**config.mk**
```make
export PLATFORM = sky130hd
export DESIGN_NAME = rk4_ode_stepper_core
export DESIGN_NICKNAME = d
export VERILOG_FILES = /design/src/rtl/core/rk4_pkg.sv /design/src/rtl/core/rk4_mulu.sv /design/src/rtl/core/rk4_ode_stepper_core.sv
export SDC_FILE = /design/constraint.sdc
export NUM_CORES = 2
export LEC_CHECK = 0
export BUFFER_PORTS_ARGS = -buffer_cell sky130_fd_sc_hd__buf_2
export CELL_PAD_IN_SITES_DETAIL_PLACEMENT = 0
export CELL_PAD_IN_SITES_GLOBAL_PLACEMENT = 1
export CORE_ASPECT_RATIO = 0.9
export CORE_MARGIN = 2
export CORE_UTILIZATION = 35
export CTS_CLUSTER_SIZE = 28
export DETAILED_ROUTE_END_ITERATION = 8
export GPL_ROUTABILITY_DRIVEN = 0
export PLACE_DENSITY = 0.61
export SYNTH_ARGS = -nofsm -noshare
export SYNTH_HDL_FRONTEND = slang
export SYNTH_SLANG_ARGS = --single-unit
```
**constraint.sdc**
```tcl
create_clock -name clock -period 26.8 [get_ports clock]
set_input_delay 1.34 -clock clock [delete_from_list [all_inputs] [get_ports clock]]
set_output_delay 1.34 -clock clock [all_outputs]
set_load 0.005 [all_outputs]
```
**src/rtl/core/rk4_pkg.sv**
```systemverilog
// shared types, constants and saturating helpers for the rk4 ode stepper
// no dependencies; imported by rk4_mulu and rk4_ode_stepper_core
package rk4_pkg;

   localparam int DATA_WIDTH     = 32;
   localparam int FRACTION_BITS  = 16;
   localparam int PROD_WIDTH     = 2 * DATA_WIDTH;
   localparam int DIV_DIGIT      = 8;
   localparam int DIV_STEPS      = PROD_WIDTH / DIV_DIGIT;
   localparam int DIV_CNT_WIDTH  = $clog2(DIV_STEPS);
   localparam int DIVISOR        = 6;
   localparam int REM_WIDTH      = 3;
   localparam int CSR_ADDR_WIDTH = 3;
   localparam int CSR_DATA_WIDTH = 32;

   localparam logic [DATA_WIDTH-1:0] STEP_SIZE_RESET = DATA_WIDTH'(6554);
   localparam logic [DATA_WIDTH-1:0] END_X_RESET     = DATA_WIDTH'(65536);
   localparam logic [DATA_WIDTH-1:0] WORD_MAX = {1'b0, {(DATA_WIDTH-1){1'b1}}};
   localparam logic [DATA_WIDTH-1:0] WORD_MIN = {1'b1, {(DATA_WIDTH-1){1'b0}}};

   typedef logic signed [DATA_WIDTH-1:0] word_type;

   typedef enum logic {
      CMD_LOAD = 1'b0,
      CMD_STEP = 1'b1
   } cmd_type;

   typedef enum logic {
      REG_STEP_SIZE = 1'b0,
      REG_END_X     = 1'b1
   } csr_reg_type;

   typedef struct packed {
      cmd_type  command;
      word_type start_x;
      word_type start_y;
   } req_type;

   typedef struct packed {
      word_type x_value;
      word_type y_value;
      logic     reached_end;
   } rsp_type;

   typedef enum logic [3:0] {
      ST_IDLE,
      ST_K1,
      ST_MUL,
      ST_SCALE,
      ST_KN,
      ST_SUM,
      ST_DIV,
      ST_FIN,
      ST_DONE
   } state_type;

   typedef enum logic [1:0] {
      STG_K1,
      STG_K2,
      STG_K3,
      STG_SUM
   } stage_type;

   typedef struct packed {
      logic mul_en;
      logic div_en;
   } mulu_ctl_type;

   function automatic word_type sat_add(input word_type a, input word_type b);
      logic [DATA_WIDTH:0] s;
      word_type            r;
      s = {a[DATA_WIDTH-1], a} + {b[DATA_WIDTH-1], b};
      if (s[DATA_WIDTH] != s[DATA_WIDTH-1]) begin
         r = s[DATA_WIDTH] ? WORD_MIN : WORD_MAX;
      end else begin
         r = s[DATA_WIDTH-1:0];
      end
      return r;
   endfunction

   function automatic word_type half(input word_type v);
      return v >>> 1;
   endfunction

endpackage

```
**src/rtl/core/rk4_mulu.sv**
```systemverilog
// shared multiplier: |a|*|b| product register, divide-by-six digit unit
// and rounding/saturating rescale; depends on rk4_pkg
module rk4_mulu import rk4_pkg::*; (
   input  logic         clock,
   input  mulu_ctl_type ctl,
   input  word_type     op_a,
   input  word_type     op_b,
   output word_type     result
);

   localparam int SH_WIDTH = PROD_WIDTH + 1 - FRACTION_BITS;

   logic [PROD_WIDTH-1:0] prod_ff, prod_in;
   logic                  neg_ff, neg_in;
   logic [REM_WIDTH-1:0]  rem_ff, rem_in;

   logic [DATA_WIDTH-1:0] mag_a, mag_b;
   logic [DIV_DIGIT-1:0]  quo;
   logic [REM_WIDTH:0]    cur;
   logic [REM_WIDTH-1:0]  rem;

   logic [PROD_WIDTH:0]   rnd_sum;
   logic [SH_WIDTH-1:0]   shifted, limit;
   logic [DATA_WIDTH-1:0] mag;

   always_comb begin
      mag_a = op_a[DATA_WIDTH-1] ? -op_a : op_a;
      mag_b = op_b[DATA_WIDTH-1] ? -op_b : op_b;

      rem = rem_ff;
      quo = '0;
      for (int i = 0; i < DIV_DIGIT; i++) begin
         cur = {rem, prod_ff[PROD_WIDTH-1-i]};
         quo[DIV_DIGIT-1-i] = (cur >= (REM_WIDTH+1)'(DIVISOR));
         rem = quo[DIV_DIGIT-1-i] ? REM_WIDTH'(cur - (REM_WIDTH+1)'(DIVISOR))
                                  : REM_WIDTH'(cur);
      end

      prod_in = prod_ff;
      neg_in  = neg_ff;
      rem_in  = rem_ff;
      if (ctl.mul_en) begin
         prod_in = PROD_WIDTH'(mag_a) * PROD_WIDTH'(mag_b);
         neg_in  = op_a[DATA_WIDTH-1] ^ op_b[DATA_WIDTH-1];
         rem_in  = '0;
      end else if (ctl.div_en) begin
         prod_in = {prod_ff[PROD_WIDTH-DIV_DIGIT-1:0], quo};
         rem_in  = rem;
      end
   end

   always_comb begin
      rnd_sum = {1'b0, prod_ff} + ((PROD_WIDTH+1)'(1) << (FRACTION_BITS - 1));
      shifted = rnd_sum[PROD_WIDTH:FRACTION_BITS];
      limit   = neg_ff ? (SH_WIDTH'(1) << (DATA_WIDTH - 1))
                       : ((SH_WIDTH'(1) << (DATA_WIDTH - 1)) - SH_WIDTH'(1));
      mag     = (shifted > limit) ? DATA_WIDTH'(limit) : DATA_WIDTH'(shifted);
      result  = neg_ff ? word_type'(-mag) : word_type'(mag);
   end

   always_ff @(posedge clock) begin
      prod_ff <= prod_in;
      neg_ff  <= neg_in;
      rem_ff  <= rem_in;
   end

endmodule

```
**src/rtl/core/rk4_ode_stepper_core.sv**
```systemverilog
// rk4 ode stepper for dy/dx = x + y in signed q16.16 with apb-style csr port
// a load or a step after end goes straight to done; a step runs k1, then mul, scale and
// kn per stage, sum, mul, div, scale and fin; words are accepted only in idle; the shared
// multiplier runs four products and the divide-by-six unit takes 8 bits per digit step
// synchronous active-high reset: point and end flag cleared, csr to 6554 / 65536
// depends on rk4_pkg and rk4_mulu
module rk4_ode_stepper_core import rk4_pkg::*; (
   input  logic                      clock,
   input  logic                      reset,
   input  logic                      req_valid,
   output logic                      req_ready,
   input  req_type                   req_data,
   output logic                      rsp_valid,
   input  logic                      rsp_ready,
   output rsp_type                   rsp_data,
   input  logic                      csr_psel,
   input  logic                      csr_penable,
   input  logic                      csr_pwrite,
   input  logic [CSR_ADDR_WIDTH-1:0] csr_paddr,
   input  logic [CSR_DATA_WIDTH-1:0] csr_pwdata,
   output logic [CSR_DATA_WIDTH-1:0] csr_prdata,
   output logic                      csr_pready
);

   state_type                state_ff, state_in;
   stage_type                stg_ff, stg_in;
   logic [DIV_CNT_WIDTH-1:0] div_cnt_ff, div_cnt_in;
   word_type                 step_size_ff, step_size_in;
   word_type                 end_x_ff, end_x_in;
   word_type                 point_x_ff, point_x_in;
   word_type                 point_y_ff, point_y_in;
   logic                     finished_ff, finished_in;
   word_type                 xm_ff, xm_in;
   word_type                 xe_ff, xe_in;
   word_type                 acc_a_ff, acc_a_in;
   word_type                 acc_b_ff, acc_b_in;
   word_type                 kcur_ff, kcur_in;
   word_type                 p_ff, p_in;
   logic                     rsp_valid_ff, rsp_valid_in;
   rsp_type                  rsp_ff, rsp_in;

   mulu_ctl_type             mulu_ctl;
   word_type                 mulu_result;
   logic                     req_fire, out_free, csr_write;
   csr_reg_type              csr_sel;
   word_type                 kn_base, kn_add;

   rk4_mulu u_mulu (
      .clock  (clock),
      .ctl    (mulu_ctl),
      .op_a   (step_size_ff),
      .op_b   (kcur_ff),
      .result (mulu_result)
   );

   assign req_ready  = (state_ff == ST_IDLE);
   assign req_fire   = req_valid && req_ready;
   assign out_free   = !rsp_valid_ff || rsp_ready;
   assign rsp_valid  = rsp_valid_ff;
   assign rsp_data   = rsp_ff;
   assign csr_pready = 1'b1;
   assign csr_sel    = csr_reg_type'(csr_paddr[CSR_ADDR_WIDTH-1]);
   assign csr_write  = csr_psel && csr_penable && csr_pwrite && csr_pready;
   assign csr_prdata = (csr_sel == REG_END_X) ? end_x_ff : step_size_ff;

   // next state
   always_comb begin
      state_in = state_ff;
      unique case (state_ff)
         ST_IDLE: begin
            if (req_fire) begin
               if (req_data.command == CMD_LOAD || finished_ff) begin
                  state_in = ST_DONE;
               end else begin
                  state_in = ST_K1;
               end
            end
         end
         ST_K1:    state_in = ST_MUL;
         ST_MUL:   state_in = (stg_ff == STG_SUM) ? ST_DIV : ST_SCALE;
         ST_SCALE: state_in = (stg_ff == STG_SUM) ? ST_FIN : ST_KN;
         ST_KN:    state_in = (stg_ff == STG_K3) ? ST_SUM : ST_MUL;
         ST_SUM:   state_in = ST_MUL;
         ST_DIV: begin
            if (div_cnt_ff == DIV_CNT_WIDTH'(DIV_STEPS - 1)) begin
               state_in = ST_SCALE;
            end
         end
         ST_FIN:   state_in = ST_DONE;
         ST_DONE: begin
            if (out_free) begin
               state_in = ST_IDLE;
            end
         end
         default:  state_in = ST_IDLE;
      endcase
   end

   // datapath and control outputs
   always_comb begin
      stg_in       = stg_ff;
      div_cnt_in   = div_cnt_ff;
      step_size_in = step_size_ff;
      end_x_in     = end_x_ff;
      point_x_in   = point_x_ff;
      point_y_in   = point_y_ff;
      finished_in  = finished_ff;
      xm_in        = xm_ff;
      xe_in        = xe_ff;
      acc_a_in     = acc_a_ff;
      acc_b_in     = acc_b_ff;
      kcur_in      = kcur_ff;
      p_in         = p_ff;
      rsp_valid_in = rsp_valid_ff && !rsp_ready;
      rsp_in       = rsp_ff;
      mulu_ctl     = '0;
      kn_base      = (stg_ff == STG_K3) ? xe_ff : xm_ff;
      kn_add       = (stg_ff == STG_K3) ? p_ff : half(p_ff);

      if (csr_write) begin
         if (csr_sel == REG_END_X) begin
            end_x_in = csr_pwdata;
         end else begin
            step_size_in = csr_pwdata;
         end
      end

      unique case (state_ff)
         ST_IDLE: begin
            if (req_fire && req_data.command == CMD_LOAD) begin
               point_x_in  = req_data.start_x;
               point_y_in  = req_data.start_y;
               finished_in = 1'b0;
            end
         end
         ST_K1: begin
            kcur_in  = sat_add(point_x_ff, point_y_ff);
            acc_a_in = sat_add(point_x_ff, point_y_ff);
            xm_in    = sat_add(point_x_ff, half(step_size_ff));
            xe_in    = sat_add(point_x_ff, step_size_ff);
            stg_in   = STG_K1;
         end
         ST_MUL: begin
            mulu_ctl.mul_en = 1'b1;
            div_cnt_in      = '0;
            if (stg_ff == STG_K2) begin
               acc_a_in = sat_add(acc_a_ff, sat_add(kcur_ff, kcur_ff));
            end
            if (stg_ff == STG_K3) begin
               acc_b_in = sat_add(kcur_ff, kcur_ff);
            end
         end
         ST_SCALE: begin
            p_in = mulu_result;
         end
         ST_KN: begin
            kcur_in = sat_add(kn_base, sat_add(point_y_ff, kn_add));
            if (stg_ff != STG_K3) begin
               stg_in = stage_type'(stg_ff + 2'd1);
            end
         end
         ST_SUM: begin
            kcur_in = sat_add(acc_a_ff, sat_add(acc_b_ff, kcur_ff));
            stg_in  = STG_SUM;
         end
         ST_DIV: begin
            mulu_ctl.div_en = 1'b1;
            div_cnt_in      = div_cnt_ff + DIV_CNT_WIDTH'(1);
         end
         ST_FIN: begin
            point_y_in  = sat_add(point_y_ff, p_ff);
            point_x_in  = xe_ff;
            finished_in = (step_size_ff < 0 && xe_ff <= end_x_ff) ||
                          (step_size_ff > 0 && xe_ff >= end_x_ff);
         end
         ST_DONE: begin
            if (out_free) begin
               rsp_valid_in       = 1'b1;
               rsp_in.x_value     = point_x_ff;
               rsp_in.y_value     = point_y_ff;
               rsp_in.reached_end = finished_ff;
            end
         end
         default: begin
         end
      endcase
   end

   always_ff @(posedge clock) begin
      if (reset) begin
         state_ff     <= ST_IDLE;
         stg_ff       <= STG_K1;
         div_cnt_ff   <= '0;
         step_size_ff <= STEP_SIZE_RESET;
         end_x_ff     <= END_X_RESET;
         point_x_ff   <= '0;
         point_y_ff   <= '0;
         finished_ff  <= 1'b0;
         rsp_valid_ff <= 1'b0;
      end else begin
         state_ff     <= state_in;
         stg_ff       <= stg_in;
         div_cnt_ff   <= div_cnt_in;
         step_size_ff <= step_size_in;
         end_x_ff     <= end_x_in;
         point_x_ff   <= point_x_in;
         point_y_ff   <= point_y_in;
         finished_ff  <= finished_in;
         rsp_valid_ff <= rsp_valid_in;
      end
   end

   always_ff @(posedge clock) begin
      xm_ff    <= xm_in;
      xe_ff    <= xe_in;
      acc_a_ff <= acc_a_in;
      acc_b_ff <= acc_b_in;
      kcur_ff  <= kcur_in;
      p_ff     <= p_in;
      rsp_ff   <= rsp_in;
   end

   a_end_from_fin: assert property (@(posedge clock) disable iff (reset)
      $rose(finished_ff) |-> $past(state_ff) == ST_FIN)
      else $error("end flag set outside the final step state");

   a_accept_leaves_idle: assert property (@(posedge clock) disable iff (reset)
      req_valid && req_ready |=> state_ff != ST_IDLE)
      else $error("accepted word did not start work");

   a_div_exit: assert property (@(posedge clock) disable iff (reset)
      state_ff == ST_DIV |=> state_ff == ST_DIV || state_ff == ST_SCALE)
      else $error("divider left early");

   a_sum_to_mul: assert property (@(posedge clock) disable iff (reset)
      state_ff == ST_SUM |=> state_ff == ST_MUL && stg_ff == STG_SUM)
      else $error("weighted sum not sent to the multiplier");

   a_rsp_from_done: assert property (@(posedge clock) disable iff (reset)
      $rose(rsp_valid_ff) |-> $past(state_ff) == ST_DONE)
      else $error("response raised outside done state");

endmodule
```
==> impl_metrics.tcl <==
set metrics [dict create \
    avgRoutedWirePerCell_um 25.71 \
    synth_area_leader_cell "fa_1" \
    grt_usage_pct 27.28 \
    clock_path_buffers 3 \
    fin_setup_tns_ns 0 \
    first_global_vias 60848 \
    drt_pass1_iterations 7 \
    crit_fanout 19 \
    layout_commonest_cell "inv_1" \
    vias_per_cell 5.538 \
    cts_buffers 54 \
    reg2reg_from "step_size_ff[3]" \
    synth-edff-count 322 \
    hp-start "div_cnt_ff[2]" \
    antenna_found_initial 13 \
    portBuffers 203 \
    syn_to_final_growth_pct 9.495 \
    num_io_pins 207 \
    syn-num-nets 9952 \
    fp.dieH_um 433.7 \
    drive_above_1_share_pct 8.611 \
    syn_avg_cell_area_um2 8.637 \
    arrival_ns 13.08 \
    use_met2_pct 40.24 \
    min_path_cells 2 \
    crit_path_max_incr_delay_ns 1.13 \
    clkLatencyLatePin_ns 0.67 \
    worstPathRequired_ns 27.21 \
    synth-main-ff-cell "edfxtp_1" \
    outcome "completed" \
    hpwlAfterDp_um 231500 \
    grt.busiest_layer "met1" \
    synthTopCellsByArea "fa_1 25%, edfxtp_1 13%, ha_1 11%" \
    yosys.area.top_type_share_pct 25.23 \
    finalSetupViolCount 0 \
    crit_type "flip-flop to flip-flop" \
    crit_start "step_size_ff[3]" \
    syn_inst 8315 \
    synth_warnings 0 \
    cts_root_buffer "clkbuf_16" \
    cts.clk_slew.worst_paths_ns 0.06 \
    grt_pass1_wl_um 418600 \
    cp_common_cell "fa_1" \
    core_area_mm2 0.2037 \
    slew_viol_final 0 \
    layout_common_cells "1,097 x inv_1, 1,021 x nand2_1, 905 x fa_1" \
    finalHoldViolations 0 \
    met1_usage_pct 40.28 \
    rows 157 \
    drc 0 \
    cts_sinks 464 \
    met3_usage_pct 3.133 \
    critPathLaunchType "flip-flop" \
    cts-resized-gates 0 \
    period_needed_ns 12.68 \
    routed_wl_um 286000 \
    fin_nets 10010 \
    finalCritPeriodShare_pct 47.30 \
    overflow 0 \
    grt_max_degree 84 \
    slew_headroom_pct 6.927 \
    ys_seq_area_share_pct 17.42 \
    max_freq_mhz 78.88 \
    fin_skew_ns 0.03408 \
    cts_tree "done" \
    ys_ff_latch 464 \
    rsz0062_at_grt "false" \
    synthArstFlopShare_pct 0 \
    cap_violations 0 \
    syn-cell-area_mm2 0.07182 \
    post_cts_buffers 0 \
    rr_worst_depth 32 \
    start_util_pct 35.26 \
    min_path_type "flip-flop to flip-flop" \
    holdBufCountCts 0 \
    slowest_stage "a2111oi_2" \
    die_x_um 481.5 \
    worstSetupEndpointType "flip-flop" \
    worst_pin_slew_ns 1.386 \
    first_iter_violations 5807 \
    h-tree-depth 2 \
    die_area_mm2 0.2088 \
    vias 61620 \
    ant_nets 0 \
    synth_cell_types 99 \
]
[flip-flops by register name (all words and copies together) (netlist names), 32 cells and up]
signal          count
acc_a_ff           32
acc_b_ff           32
end_x_ff           32
kcur_ff            32
p_ff               32
point_x_ff         32
point_y_ff         32
rsp_data           65
step_size_ff       32
u_mulu.prod_ff     64
xe_ff              32
xm_ff              32
[final cells by class]
class	instances	area, um^2
fill	20870	125100
multi-input combinational	6378	54550
sequential	464	12510
inverter	1100	4129
tap	2703	3382
timing repair buffer	375	2310
clock buffer	72	1480
clock inverter	30	262.8
antenna	4	10.01
[kinds of logic (layout without fill, tap and decap cells)]
logic type	count (synthesis)	after routing	synth area share [%]
AOI/OAI and AO/OA	1705	1705	15.22
xor gates and xnor gates	426	426	5.258
DFF	464	464	17.42
buffers and inverters	1473	1577	7.801
muxes	133	133	2.030
and+or+nand+nor	2546	2546	15.63
adders and majority gates	1567	1567	36.63
other	1	5	0.005221
[critical path, delay by kind of cell, from the launching register on]
kind | cells | cell delay, ns
multiplexers | 1 | 0.24
flip-flops | 1 | 0.46
buffers and inverters | 6 | 0.35
adder cells (fa/ha/maj) | 9 | 4.58
AO/OA/AOI/OAI | 7 | 3.69
AND/OR/NAND/NOR | 8 | 2.15
XOR/XNOR | 1 | 0.94
[synth_stat cells (all sizes together) (44+ instances only)]
cell type / count
o21bai: 44
o21ai: 365
nor3: 87
xor2: 169
fa: 905
or3: 45
a21o: 246
nor2: 847
nor2b: 53
nand3: 130
dfxtp: 142
nand4: 65
nand2: 1022
o21a: 71
xnor2: 257
buf: 52
mux2: 101
nand2b: 87
a21oi: 507
and3: 59
ha: 625
inv: 1097
edfxtp: 322
clkbuf: 321
[through the flow]
stage	instance area (um^2)	utilization [%]	std cells	hold slack [ns]	setup slack [ns]
floorplan	71820	-	8315	0.4314	16.76
global placement	76880	37.74	11020	0.4433	14.47
detailed placement	76890	37.74	11020	0.4507	14.42
CTS	78630	38.60	11122	0.4577	14.38
global route	78630	38.60	11122	0.4833	13.59
finish	78640	38.60	11126	0.4594	14.12
[final timing paths]
| path | endpoint | slack, ns |
|---|---|---|
| worst max-delay path | u_mulu.prod_ff[62] | 14.12 |
| worst min register to register | div_cnt_ff[2] | 0.46 |
| worst min-delay path | div_cnt_ff[2] | 0.46 |
| worst max register to register | u_mulu.prod_ff[62] | 14.12 |
[layer usage]
layer | vias to the layer above | part of all wire, %
met5 | - | 0
met2 | 2314 | 42
li1 | 27884 | -
met1 | 31082 | 46
met3 | 340 | 6.9
met4 | 0 | 4.9
Power is not shown: default switching activity piles up to over one toggle a cycle in this logic, so the estimate is an artifact.
